==> config.mk <==
export PLATFORM = sky130hd
export DESIGN_NAME = csvm_regfile
export DESIGN_NICKNAME = d
export VERILOG_FILES = /design/src/sv/assert_macros.svh /design/src/sv/csvm_pkg.sv /design/src/sv/csvm_regfile.sv
export SDC_FILE = /design/constraint.sdc
export NUM_CORES = 1
export LEC_CHECK = 0
export BUFFER_PORTS_ARGS = -buffer_cell sky130_fd_sc_hd__buf_2
export CAP_MARGIN = 20
export CORE_UTILIZATION = 50
export DETAILED_ROUTE_END_ITERATION = 16
export GPL_TIMING_DRIVEN = 1
export PLACE_DENSITY = 0.66
export SETUP_SLACK_MARGIN = 0.5
export SYNTH_ARGS = -nofsm -noshare
export SYNTH_HDL_FRONTEND = slang
export SYNTH_SLANG_ARGS = --single-unit
export TNS_END_PERCENT = 5
==> constraint.sdc <==
create_clock -name i_clk -period 5.51 [get_ports i_clk]
set_input_delay 0.551 -clock i_clk [delete_from_list [all_inputs] [get_ports i_clk]]
set_output_delay 0.551 -clock i_clk [all_outputs]
set_load 0.01 [all_outputs]
==> src/sv/assert_macros.svh <==
// Assertion helpers shared by the RTL.
`ifndef ASSERT_MACROS_SVH
`define ASSERT_MACROS_SVH

// Expression must hold at every clock edge outside reset.
`define ASSERT_ALWAYS(label, clk, rst_n, expr, msg) \
    label: assert property (@(posedge clk) disable iff (!rst_n) (expr)) else $error(msg);

// Antecedent in one cycle implies consequent in the next.
`define ASSERT_NEXT(label, clk, rst_n, ante, cons, msg) \
    label: assert property (@(posedge clk) disable iff (!rst_n) (ante) |=> (cons)) \
        else $error(msg);

`endif

==> src/sv/csvm_pkg.sv <==
package csvm_pkg;

    // Item modes
    localparam logic [2:0] MODE_PROG  = 3'd0;
    localparam logic [2:0] MODE_CTL   = 3'd1;
    localparam logic [2:0] MODE_START = 3'd2;
    localparam logic [2:0] MODE_STOP  = 3'd3;
    localparam logic [2:0] MODE_TICK  = 3'd4;

    // Stop causes
    localparam logic [2:0] CAUSE_BUDGET = 3'd0;
    localparam logic [2:0] CAUSE_HALT   = 3'd1;
    localparam logic [2:0] CAUSE_END    = 3'd2;
    localparam logic [2:0] CAUSE_DIV0   = 3'd3;
    localparam logic [2:0] CAUSE_BADOP  = 3'd4;

    // Config register indexes
    localparam logic CFG_PROG_LEN = 1'b0;
    localparam logic CFG_BUDGET   = 1'b1;

    // Opcodes
    localparam logic [7:0] OP_NOP  = 8'h00;
    localparam logic [7:0] OP_HALT = 8'h01;
    localparam logic [7:0] OP_LDI  = 8'h10;
    localparam logic [7:0] OP_MOV  = 8'h11;
    localparam logic [7:0] OP_ADD  = 8'h20;
    localparam logic [7:0] OP_SUB  = 8'h21;
    localparam logic [7:0] OP_MUL  = 8'h22;
    localparam logic [7:0] OP_DIV  = 8'h23;
    localparam logic [7:0] OP_AND  = 8'h24;
    localparam logic [7:0] OP_OR   = 8'h25;
    localparam logic [7:0] OP_NOT  = 8'h26;
    localparam logic [7:0] OP_JMP  = 8'h30;
    localparam logic [7:0] OP_JZ   = 8'h31;
    localparam logic [7:0] OP_JNZ  = 8'h32;
    localparam logic [7:0] OP_BTN  = 8'h40;
    localparam logic [7:0] OP_AXIS = 8'h41;
    localparam logic [7:0] OP_OUT  = 8'h42;
    localparam logic [7:0] OP_WAIT = 8'h50;

    localparam logic [8:0] MAX_BUDGET  = 9'd256;
    localparam logic [5:0] BUTTON_BASE = 6'd6;
    localparam logic [7:0] AXIS_COUNT  = 8'd6;
    localparam logic [7:0] BUTTON_COUNT = 8'd32;
    localparam logic [2:0] LAST_FETCH  = 3'd4;

    typedef enum logic [3:0] {
        S_IDLE,
        S_CHECK,
        S_FETCH,
        S_FLAST,
        S_RREAD,
        S_EXEC,
        S_DIVW,
        S_WB,
        S_EMIT
    } t_state;

    typedef struct packed {
        logic        we;
        logic [4:0]  addr;
        logic [31:0] data;
    } t_rf_wr;

endpackage

==> src/sv/csvm_regfile.sv <==
module csvm_regfile (
    input  logic                 i_clk,
    input  logic                 i_rst_n,
    input  csvm_pkg::t_rf_wr     i_wr,
    input  logic [4:0]           i_raddr_a,
    input  logic [4:0]           i_raddr_b,
    output logic [31:0]          o_rdata_a,
    output logic [31:0]          o_rdata_b
);
    import csvm_pkg::*;

    logic [31:0] mem [32];
    logic [31:0] r_vld;
    logic [31:0] r_da;
    logic [31:0] r_db;
    logic        r_va;
    logic        r_vb;

    // entries not yet written read as zero
    always_ff @(posedge i_clk) begin
        if (!i_rst_n) begin
            r_vld <= '0;
        end else if (i_wr.we) begin
            r_vld[i_wr.addr] <= 1'b1;
        end
    end

    always_ff @(posedge i_clk) begin
        if (i_wr.we) begin
            mem[i_wr.addr] <= i_wr.data;
        end
        r_da <= mem[i_raddr_a];
        r_db <= mem[i_raddr_b];
        r_va <= r_vld[i_raddr_a];
        r_vb <= r_vld[i_raddr_b];
    end

    assign o_rdata_a = r_va ? r_da : '0;
    assign o_rdata_b = r_vb ? r_db : '0;
endmodule

* Word level (Yosys, flattened, before mapping)
Memories as Yosys holds them, arrays and structs flattened. A register that Yosys moved wholly into a read port is not among the register bits.
Cells that the tools add are included.
Widths: inputs -> output; s select.
** Word-level totals
- Register bits :: 34
- RAM bits :: 1024
- Bits of input ports :: 50
- Output and inout bits :: 64
- Logic and storage cells :: 20
- Memories :: 1
** Memories
- mem :: words 32, bits a word 32, read ports 2, clocked after Yosys merged registers in 2, wr ports 1, line csvm_regfile.sv:12 : logic [31:0] mem [32];
** Cells by class
- $lt $le $gt $ge :: 4
- Multiplexer cells :: 10
- Bitwise gates (word level) :: 1
- Reduce and logical (&&, ||, !) cells :: 1
** Operators with widths (count)
- $mux 32 :: 2
- $or 32x32->32 :: 1
- $lt 5x6->1 const B :: 3
- $bmux 1 s5 :: 2
- $demux 1 s5 :: 1
- $ge 5x1->1 const B :: 1
- $mux 1 :: 5
- $logic_and 1x1->1 :: 1

* Logic depth before layout (Yosys ltp)
- Depth after elaboration :: 5
- Gate-level depth with buffers :: 8
- Gate-level depth less buffers :: 5

* Worst setup path after synthesis
OpenSTA, ideal clock, no wires.
- Kind :: input to register
- Start :: input i_wr[32] in the netlist's numbering
- End :: memory mem[12][0] (enable)
- Library setup time :: 423 ps
- Arrival :: 2595 ps
- Data required time :: 5087 ps
- Slack :: 2492 ps
- Stages :: 3
- Buffers on the path :: 1
- Cells stage by stage :: or3b_2 -> clkbuf_1 -> nor2_1
** RTL lines
- start: declaration :: line csvm_regfile.sv:4 : input csvm_pkg::t_rf_wr i_wr,
- end: declaration :: line csvm_regfile.sv:12
Straight into the memory's write port.

* Worst setup path after layout
- Start :: register r_va
- End :: output o_rdata_a[28]
** Between the ends
- Longest elaborated chain between the ends :: 1
** Ends and longest elaborated chain
- start: declaration :: line csvm_regfile.sv:16 : logic r_va;
- start signal: assignment :: line csvm_regfile.sv:34 : r_va <= r_vld[i_raddr_a];
- $mux 32 :: line csvm_regfile.sv:38 : assign o_rdata_a = r_va ? r_da : '0;
- end: declaration :: line csvm_regfile.sv:7 : output logic [31:0] o_rdata_a,
No other way between the ends.

==> metrics <==
setup TNS 0 ns; global-route wire length before repair 224000 microns; Iter 0 DRT Violations 4310; Post-synth EDFFs 1024; synthesized cell area 0.0517 sq mm; Final Total Pwr between 15 and 20 mW; worst setup margin 2.57 ns; Slew headroom 0.251; dpl ws around 2.3 ns; Setup Crit Path Kind register to output port; layout cells sized above 1 0.116; # nets final 3695; Synthesized Nets 3651; final WL about 160000 microns; I/O pins 114; total core area ~0.10 sq mm; final clock skew 0.0142 ns; Post-CTS Setup Bufs 0; CTS tree yes; status finished, final reports clean; Tcrit/Tclk final 0.533; Port Buf Inserts 113; clk_lat worst skew slightly below 0.7 ns; final hold violation count 0; CP Capture Type output port; total track usage 0.296; Max IR drop VDD 0.266 mV; Area growth syn-to-layout 11.5%; Via-to-Cell Ratio 6.49; per-cell routed wire length 30.6 microns; Initial Util 0.506; Critical Path AT 2.39 ns; max-cap viol count 0; FP Rows 117; post-CTS sizing 0; register area share after synthesis 0.632; # H-tree levels 3; Num CTS Buffers 116; gp weighted congestion 0.825; post-DP HPWL ~87000 microns; pwr dens about 330 mW/mm^2; ys async rst share 0; root buf cell clkbuf_16; clk slew on worst S/H paths 0.06 ns; Final Critical Period 2.94 ns; Top FF cell, synth edfxtp_1; r2r worst-path depth 5; LEAKAGE around 21 nW; placed inst area 0.0537 sq mm; initial antenna violation count 10; Worst Path Required 4.96 ns; die span in y 324 microns; Worst-Margin Slew between 1 and 1.5 ns; Gate Count Post-Synth 3601; startpoint types register; Synth cell types 28; clk buf depth 3; number of remaining DRC errors 0; Final setup viols 0; die width 324 microns; global route overflow 0; die area 0.105 sq mm; RSZ-0062 raised after global routing false; Min-Delay Path Depth 1; worst hold slack 0.385 ns; FMAX 340 MHz; Slew Viols, Final 0; Antenna Nets Post-Route 0; synth warn 0; HP Class input port to register; Seq cells post-synth 1122; DR vias 33200; number of global-route vias before repair 32300; DR pass1 iterations 6; Design Area, Final 0.0577 sq mm; Hold Buf Count CTS 0; Post-Syn Area per Cell 14.4 sq um; final core utilization 0.565; largest net degree at the start of global routing about 130; Post-Layout Cell Count 5119; Crit Path Max Fanout 17; placed cell count 4892; clock sink count 1122
## flip-flops by register name, summed over array words and instances, names as in the netlist
signal,cells
r_vld,32
r_vb,1
r_db,32
r_da,32
mem,1024
r_va,1
## logic make-up after synthesis
family                 after synthesis  share of synthesized area
muxes                             1056                      0.204
and+or+nand+nor                    554                     0.0526
DFF                               1122                      0.632
buffers and inverters              276                     0.0303
AOI/OAI and AO/OA                  593                     0.0805
## final timing paths
path                            startpoint       endpoint  slack [ns]
worst min-delay path              i_wr[14]    mem[15][14]        0.38
worst max-delay path                  r_va  o_rdata_a[28]        2.57
worst min register to register   r_vld[24]      r_vld[24]        0.49
worst max register to register  mem[2][31]       r_da[31]        3.68
## Yosys cell counts, types with 2 or more instances
cell         n  area share
a21oi_1    132       0.013
a22o_1      66       0.011
a22oi_1    330       0.048
a31oi_1     33      0.0040
and2_1      67      0.0081
buf_1        9     0.00065
buf_2       86      0.0083
buf_4       52      0.0075
buf_6       28      0.0061
clkbuf_1    98      0.0071
clkbuf_4     2     0.00029
dfxtp_1     98       0.038
edfxtp_1  1024        0.59
mux2i_1   1056        0.20
nand2_1    134      0.0097
nand2b_1     3     0.00036
nand3_1    233       0.023
nand3b_1     5     0.00073
nand4_1     33      0.0040
nor2_1      35      0.0025
nor2b_1      5     0.00060
nor3_1      33      0.0032
o21a_1      32      0.0046
or3b_2       3     0.00051
## report_power, final
part	internal [mW]	total (mW)	switching [mW]
sequential	9.45	9.53	0.0799
combinational	0.534	1.62	1.08
clock	4.77	8.07	3.30
total	14.8	19.2	4.46
## layout by cell type (no fill, tap or decap), types with 66 or more instances in the layout
cell type / instances
mux2i_1: 1056
buf_2: 111
a21oi_1: 132
clkbuf_16: 121
buf_4: 66
nand2_1: 133
a22oi_1: 330
a22o_1: 66
nand3_1: 233
edfxtp_1: 1024
dfxtp_1: 96
## worst max-delay path, cell delays in order, from the launching register on
cell and delay, ns:
dfxtp_2 0.86, buf_4 0.47, and2_1 0.20, buf_2 0.13
## final cells by class
type	count	area (sq um)
Multi-Input combinational cell	2203	17800
Antenna cell	7	17.5
Fill cell	8300	44500
Timing Repair Buffer	202	1560
Sequential cell	1122	32700
Clock inverter	56	587
Clock buffer	161	3340
Tap cell	1368	1710
## metal layers
layer,part of all wire,track usage
met1,0.42,0.436
met2,0.45,0.442
met3,0.11,0.0652
met4,0.023,0.0824
met5,0,0
No activity file was read; power rests on OpenSTA's default activity.
