<file path="config.mk">
export PLATFORM = sky130hd
export DESIGN_NAME = csvm_div
export DESIGN_NICKNAME = d
export VERILOG_FILES = /design/src/sv/assert_macros.svh /design/src/sv/csvm_div.sv
export SDC_FILE = /design/constraint.sdc
export NUM_CORES = 1
export LEC_CHECK = 0
export ABC_AREA = 1
export BUFFER_PORTS_ARGS = -buffer_cell sky130_fd_sc_hd__buf_2
export CAP_MARGIN = 20
export CORE_AREA = 10 10 161 178
export DETAILED_ROUTE_END_ITERATION = 10
export DIE_AREA = 0 0 171 188
export GPL_TIMING_DRIVEN = 0
export HOLD_SLACK_MARGIN = 0.06
export PLACE_DENSITY = 0.57
export REMOVE_ABC_BUFFERS = 1
export SYNTH_ARGS = -nofsm -noshare
export SYNTH_HDL_FRONTEND = slang
export SYNTH_SLANG_ARGS = --single-unit
</file>
<file path="constraint.sdc">
create_clock -name i_clk -period 3.2 [get_ports i_clk]
set_input_delay 0 -clock i_clk [delete_from_list [all_inputs] [get_ports i_clk]]
set_output_delay 0 -clock i_clk [all_outputs]
set_load 0.02 [all_outputs]
</file>
<file path="src/sv/assert_macros.svh">
// Assertion helpers shared by the RTL.
`ifndef ASSERT_MACROS_SVH
`define ASSERT_MACROS_SVH

// Expression must hold at every clock edge outside reset.
`define ASSERT_ALWAYS(label, clk, rst_n, expr, msg) \
    label: assert property (@(posedge clk) disable iff (!rst_n) (expr)) else $error(msg);

// Antecedent in one cycle implies consequent in the next.
`define ASSERT_NEXT(label, clk, rst_n, ante, cons, msg) \
    label: assert property (@(posedge clk) disable iff (!rst_n) (ante) |=> (cons)) \
        else $error(msg);

`endif

</file>
<file path="src/sv/csvm_div.sv">
module csvm_div (
    input  logic        i_clk,
    input  logic        i_rst_n,
    input  logic        i_start,
    input  logic [31:0] i_dividend,
    input  logic [31:0] i_divisor,
    output logic        o_done,
    output logic [31:0] o_quotient
);
    logic        r_busy;
    logic        r_done;
    logic [4:0]  r_cnt;
    logic [31:0] r_rem;
    logic [31:0] r_quo;
    logic [31:0] r_den;
    logic        r_neg;
    logic [32:0] shifted;
    logic [32:0] diff;

    // restoring division on magnitudes, one quotient bit per cycle
    assign shifted = {r_rem, r_quo[31]};
    assign diff    = shifted - {1'b0, r_den};

    always_ff @(posedge i_clk) begin
        if (!i_rst_n) begin
            r_busy <= 1'b0;
            r_done <= 1'b0;
            r_cnt  <= '0;
        end else begin
            r_done <= 1'b0;
            if (i_start) begin
                r_busy <= 1'b1;
                r_cnt  <= '0;
            end else if (r_busy) begin
                r_cnt <= r_cnt + 5'd1;
                if (r_cnt == 5'd31) begin
                    r_busy <= 1'b0;
                    r_done <= 1'b1;
                end
            end
        end
    end

    always_ff @(posedge i_clk) begin
        if (i_start) begin
            r_quo <= i_dividend[31] ? 32'd0 - i_dividend : i_dividend;
            r_den <= i_divisor[31] ? 32'd0 - i_divisor : i_divisor;
            r_rem <= '0;
            r_neg <= i_dividend[31] ^ i_divisor[31];
        end else if (r_busy) begin
            if (!diff[32]) begin
                r_rem <= diff[31:0];
                r_quo <= {r_quo[30:0], 1'b1};
            end else begin
                r_rem <= shifted[31:0];
                r_quo <= {r_quo[30:0], 1'b0};
            end
        end
    end

    assign o_done     = r_done;
    assign o_quotient = r_neg ? 32'd0 - r_quo : r_quo;
endmodule

</file>
; Word level (Yosys, flattened, before mapping)
; Index checks and enable logic that the tools add are counted.
; Widths: inputs -> output; s select.
[totals]
latchBits = 0
mem_bits_ro = 0
ramBits = 0
regBits = 104
inputBits = 67
mem_count = 0
[classes]
n_reduce_logical = 3
shifts = 0
n_addsub = 5
mux = 11
div = 0
order_cmp = 0
eq_ne = 1
n_bitwise = 3
mul = 0
[op_table]
columns = op, n
row1 = $mux 32, 5
row2 = $sub 1x32->32 const A, 3
row3 = $sub 33x32->33, 1
row4 = $mux 31, 1
row5 = $add 5x1->5 const B, 1
row6 = $eq 5x5->1 const B, 1
row7 = $mux 1, 5
row8 = $reduce_or 3->1, 1
row9 = $not 1->1, 2
row10 = $reduce_bool 2->1, 1
row11 = $reduce_or 2->1, 1
row12 = $xor 1x1->1, 1

; Depth between registers and ports, before layout
[logic_depth]
word_depth = 4
depth_mapped = 18
ltp_nobuf = 17

; Worst setup path after synthesis
; OpenSTA, ideal clock, no wires.
[synth_path]
kind = register to register
from = register r_quo[31]
to = register r_quo[0], data pin
stages_incl_launch_ff = 17
required_ns = 2.935
arrival_time_ns = 1.978
n_path_buf = 1
setup_slack_ns = 0.957
path_cell_list = edfxtp_1 -> inv_1 -> ha_1 -> fa_1 -> inv_1 -> nand2_1 -> nand2_1 -> nand3_1 -> nand2_2 -> nand2_1 -> nand2_2 -> nand2_4 -> nand2_4 -> nand2_2 -> nand2_4 -> buf_4 -> o21ai_1
[synth_via]
elab_chain_cells = 4
[synth_lines]
columns = element, line_no
row1 = from (decl), csvm_div.sv:14  ; logic [31:0] r_quo;
row2 = from (signal assigned), csvm_div.sv:46  ; r_quo <= i_dividend[31] ? 32'd0 - i_dividend : i_dividend;
row3 = from (signal assigned), csvm_div.sv:53  ; r_quo <= {r_quo[30:0], 1'b1};
row4 = from (signal assigned), csvm_div.sv:56  ; r_quo <= {r_quo[30:0], 1'b0};
row5 = $sub 33x32->33, csvm_div.sv:22  ; assign diff = shifted - {1'b0, r_den};
row6 = $mux 1, csvm_div.sv:51  ; if (!diff[32]) begin
row7 = $mux 32, csvm_div.sv:50  ; end else if (r_busy) begin
row8 = $mux 32, csvm_div.sv:45  ; if (i_start) begin
; No other way between the ends. The select of a mux whose other input is x is not followed.
; A chain may end at the register's enable or synchronous reset.

; Worst setup path in the final report
[layout_path]
from = register r_quo[31]
to = register r_rem[23]
[layout_via]
elab_chain_cells = 2
[layout_lines]
columns = element, line_no
row1 = $sub 33x32->33, csvm_div.sv:22
row2 = $mux 32, csvm_div.sv:51
row3 = to (signal assigned), csvm_div.sv:52  ; r_rem <= diff[31:0];
row4 = to (signal assigned), csvm_div.sv:55  ; r_rem <= shifted[31:0];
row5 = to (decl), csvm_div.sv:13  ; logic [31:0] r_rem;
; No other way between the ends.

==> metrics.txt <==
status=finished clean; CP Data Required Time=around 3500 ps; die area=0.03215 mm²; Area growth syn-to-layout=16.97%; syn avg cell area=6.369 µm²; CP delay by family, top=simple AND/OR/NAND/NOR gates; Internal Pwr Total=2.453 mW; RSZ-0062 raised after global routing=false; Initial Util=37.40%; Slew Viols, Final=0; warnings from Yosys=0; Crit path largest cell delay=490 ps; Die W=171 µm; vias per cell=4.669; Netlist cell types=44; DP Area=0.01014 mm²; clock tree sinks=around 100; overall routed net length=26.52 mm; switching part of the total=a little over a third; Post-synth ARST share=0%; Setup Viol. Count Final=0; Max-slew headroom=36.32%; WL/cell=13.79 µm; Clock power frac=29.4%; Power Dens Cells=roughly 340 mW/mm²; Num CTS Buffers=9; Fin Hold WS=approximately 70 ps; Static Leak=5.699 nW; Worst Tran Pin Value=953.0 ps; H-tree depth=3; via count=8978; Worst path slowest cell=edfxtp_1; Peak VDD IR=0.2147 mV; fin nets=approximately 1700; max-cap viol count=0; Seq pwr share=42.8%; total track usage=16.60%; fmax=~360 MHz; WP buf/inv=2; GRT Residual Overflow=0; chip height=around 190 µm; Worst EP arrival=between 3000 and 4000 ps; top cell type's share of synthesized area=a little over a fifth; layout cells sized above 1=11.71%; Clk Latency, worst-skew pair=between 300 and 400 ps; critical path class=reg -> reg; worst hold path class=in -> reg; initial antenna violation count=2; Synth Instances=1470; Initial DRC Count=471; skew final=around 12 ps; global-route wire length before repair=between 40 and 50 mm; post-synthesis sequential area ratio=29.19%; most instantiated cells after synthesis=nand2_1, inv_1, nor2_1, nand3_1; Synth Cell Area=roughly 0.0094 mm²; Total Neg Setup Slack=0 ps; CTS tree=yes; Detail Route Antenna Nets=0; Most common cell on crit path=nand2_1; endpoints failing hold=0; final period utilization=87.58%; EDFF count, synth=between 60 and 70; Pre-Repair DR Iteration Count=5; synth top area cells=edfxtp_1, nand2_1, inv_1; cell area after layout=0.01095 mm²; Placed Instances=1856; fin cells=about 1900; Rows=61; Reg clk slew, reported paths=80 ps; vias in the first global route=8829; CTS max path bufs=2; worst setup margin=397.6 ps; Setup Fix Bufs, Post-CTS=0; GPL Wtd Cong=~1; ys flop type=edfxtp_1; Combinational Power Share=~28%; DR DRC count=0; CP max FO=33; CTS Root Cell=clkbuf_16; Core ar.=0.02503 mm²; largest net degree at the start of global routing=43; crit end category=flip-flop; I/O Pins=100; Port Buf Inserts=99; crit path time final=around 2800 ps; CP Cell Sequence=inv_1, ha_1, fa_1, inv_1, nand2_1, nand2_1, nand3_1, nand2_2, nand2_1, nand2_2, nand2_4, nand2_4, nand2_2, nand2_8, nand2_1, nand3_2, nand2_1; dominant cell type by area after synthesis=edfxtp_1; synthesis-stage register bit count=104; pre-CTS setup slack=238.1 ps; DPL Wire Length=20.90 mm; nature of the critical path startpoint=flip-flop; Net Sw Power=1.316 mW; count leader, synth=nand2_1
kinds of logic (layout without fill, tap and decap cells):
kind of cell / count (synthesis) / count (layout) / synth area share, %
flip-flops: 104 / 104 / 29.19
AND/OR/NAND/NOR: 805 / 805 / 37.38
XOR/XNOR: 92 / 92 / 8.606
AO/OA/AOI/OAI: 110 / 110 / 6.147
adder cells (fa/ha/maj): 38 / 38 / 5.158
buffers and inverters: 321 / 457 / 13.52
other: 0 / 2 / 0
layout make-up:
cell class              count  area [µm²]
fillers                  2683       14080
repair buffers            150        1051
inverters                 291        1092
multi-input cells        1045        5396
clock buffers              10       229.0
clock inverters             6       51.30
diodes                      2       5.005
flip-flops and latches    104        2733
well taps                 315       394.1
worst min-delay path: cells and delay by family:
kind | cells | cell delay, ps
AOI/OAI and AO/OA | 1 | 140
xor gates and xnor gates | 1 | 80
buffers and inverters | 1 | 110
power groups by stage:
stage                     clock network, mW  logic (mW)  registers (mW)
after floorplan                           0       0.655            1.62
after CTS                              1.13        1.05            1.61
after global routing                   1.18        1.17            1.63
after global placement                    0       0.985            1.64
after detailed placement                  0       0.999            1.65
final                                  1.11        1.05            1.61
worst paths after layout:
kind                 start  cells past startpoint  slack, ps         to
max              r_quo[31]                     17        400  r_rem[23]
min          i_dividend[3]                      3         70   r_quo[3]
max reg2reg      r_quo[31]                     17        400  r_rem[23]
min reg2reg       r_cnt[3]                      1        450   r_cnt[3]
cells in the final DEF (no fill, tap or decap), types with 4 or more instances in the layout:
master	netlist	final
o21ai_0	52	52
buf_2	2	99
nor4_1	5	5
a21oi_1	30	30
dfxtp_1	39	39
nor2_2	5	5
xor2_1	65	65
or2_2	6	6
a31oi_1	5	5
inv_1	281	281
nand2_2	27	27
inv_2	10	10
nand3_2	9	9
dlygate4sd3_1	0	48
xnor2_1	27	27
nor2_1	120	118
nand4_1	20	20
nor3_1	25	25
nand2_1	472	472
and2_1	4	4
nand3_1	92	92
o21ai_1	16	16
ha_1	37	37
edfxtp_1	65	65
clkbuf_16	0	9
registers in the layout, summed over array words and instances (netlist names):
| register | count |
|---|---|
| r_neg | 1 |
| r_busy | 1 |
| r_rem | 32 |
| r_cnt | 5 |
| o_done | 1 |
| r_den | 32 |
| r_quo | 32 |
metal layers:
metal | GRT usage (%) | wire, µm | part of all wire, %
met5 | 0 | 0 | 0
met1 | 18.85 | 11530 | 43
met4 | 6.428 | 762 | 2.9
met2 | 30.14 | 13320 | 50
met3 | 2.542 | 897 | 3.4
what timing repair did:
action / in CTS / in global routing
hold buffers: 48 / 0
gates resized for setup: 0 / 2
hold endpoints to repair: 53 / 0
endpoints found under the setup margin: 0 / 8
stage by stage:
stage	power, mW	util (%)
after floorplan	2.280	-
after global placement	2.630	40.26
after detailed placement	2.646	40.51
after CTS	3.794	43.55
after global routing	3.973	43.75
final	3.769	43.75
Power figures use the tool's default switching activity.
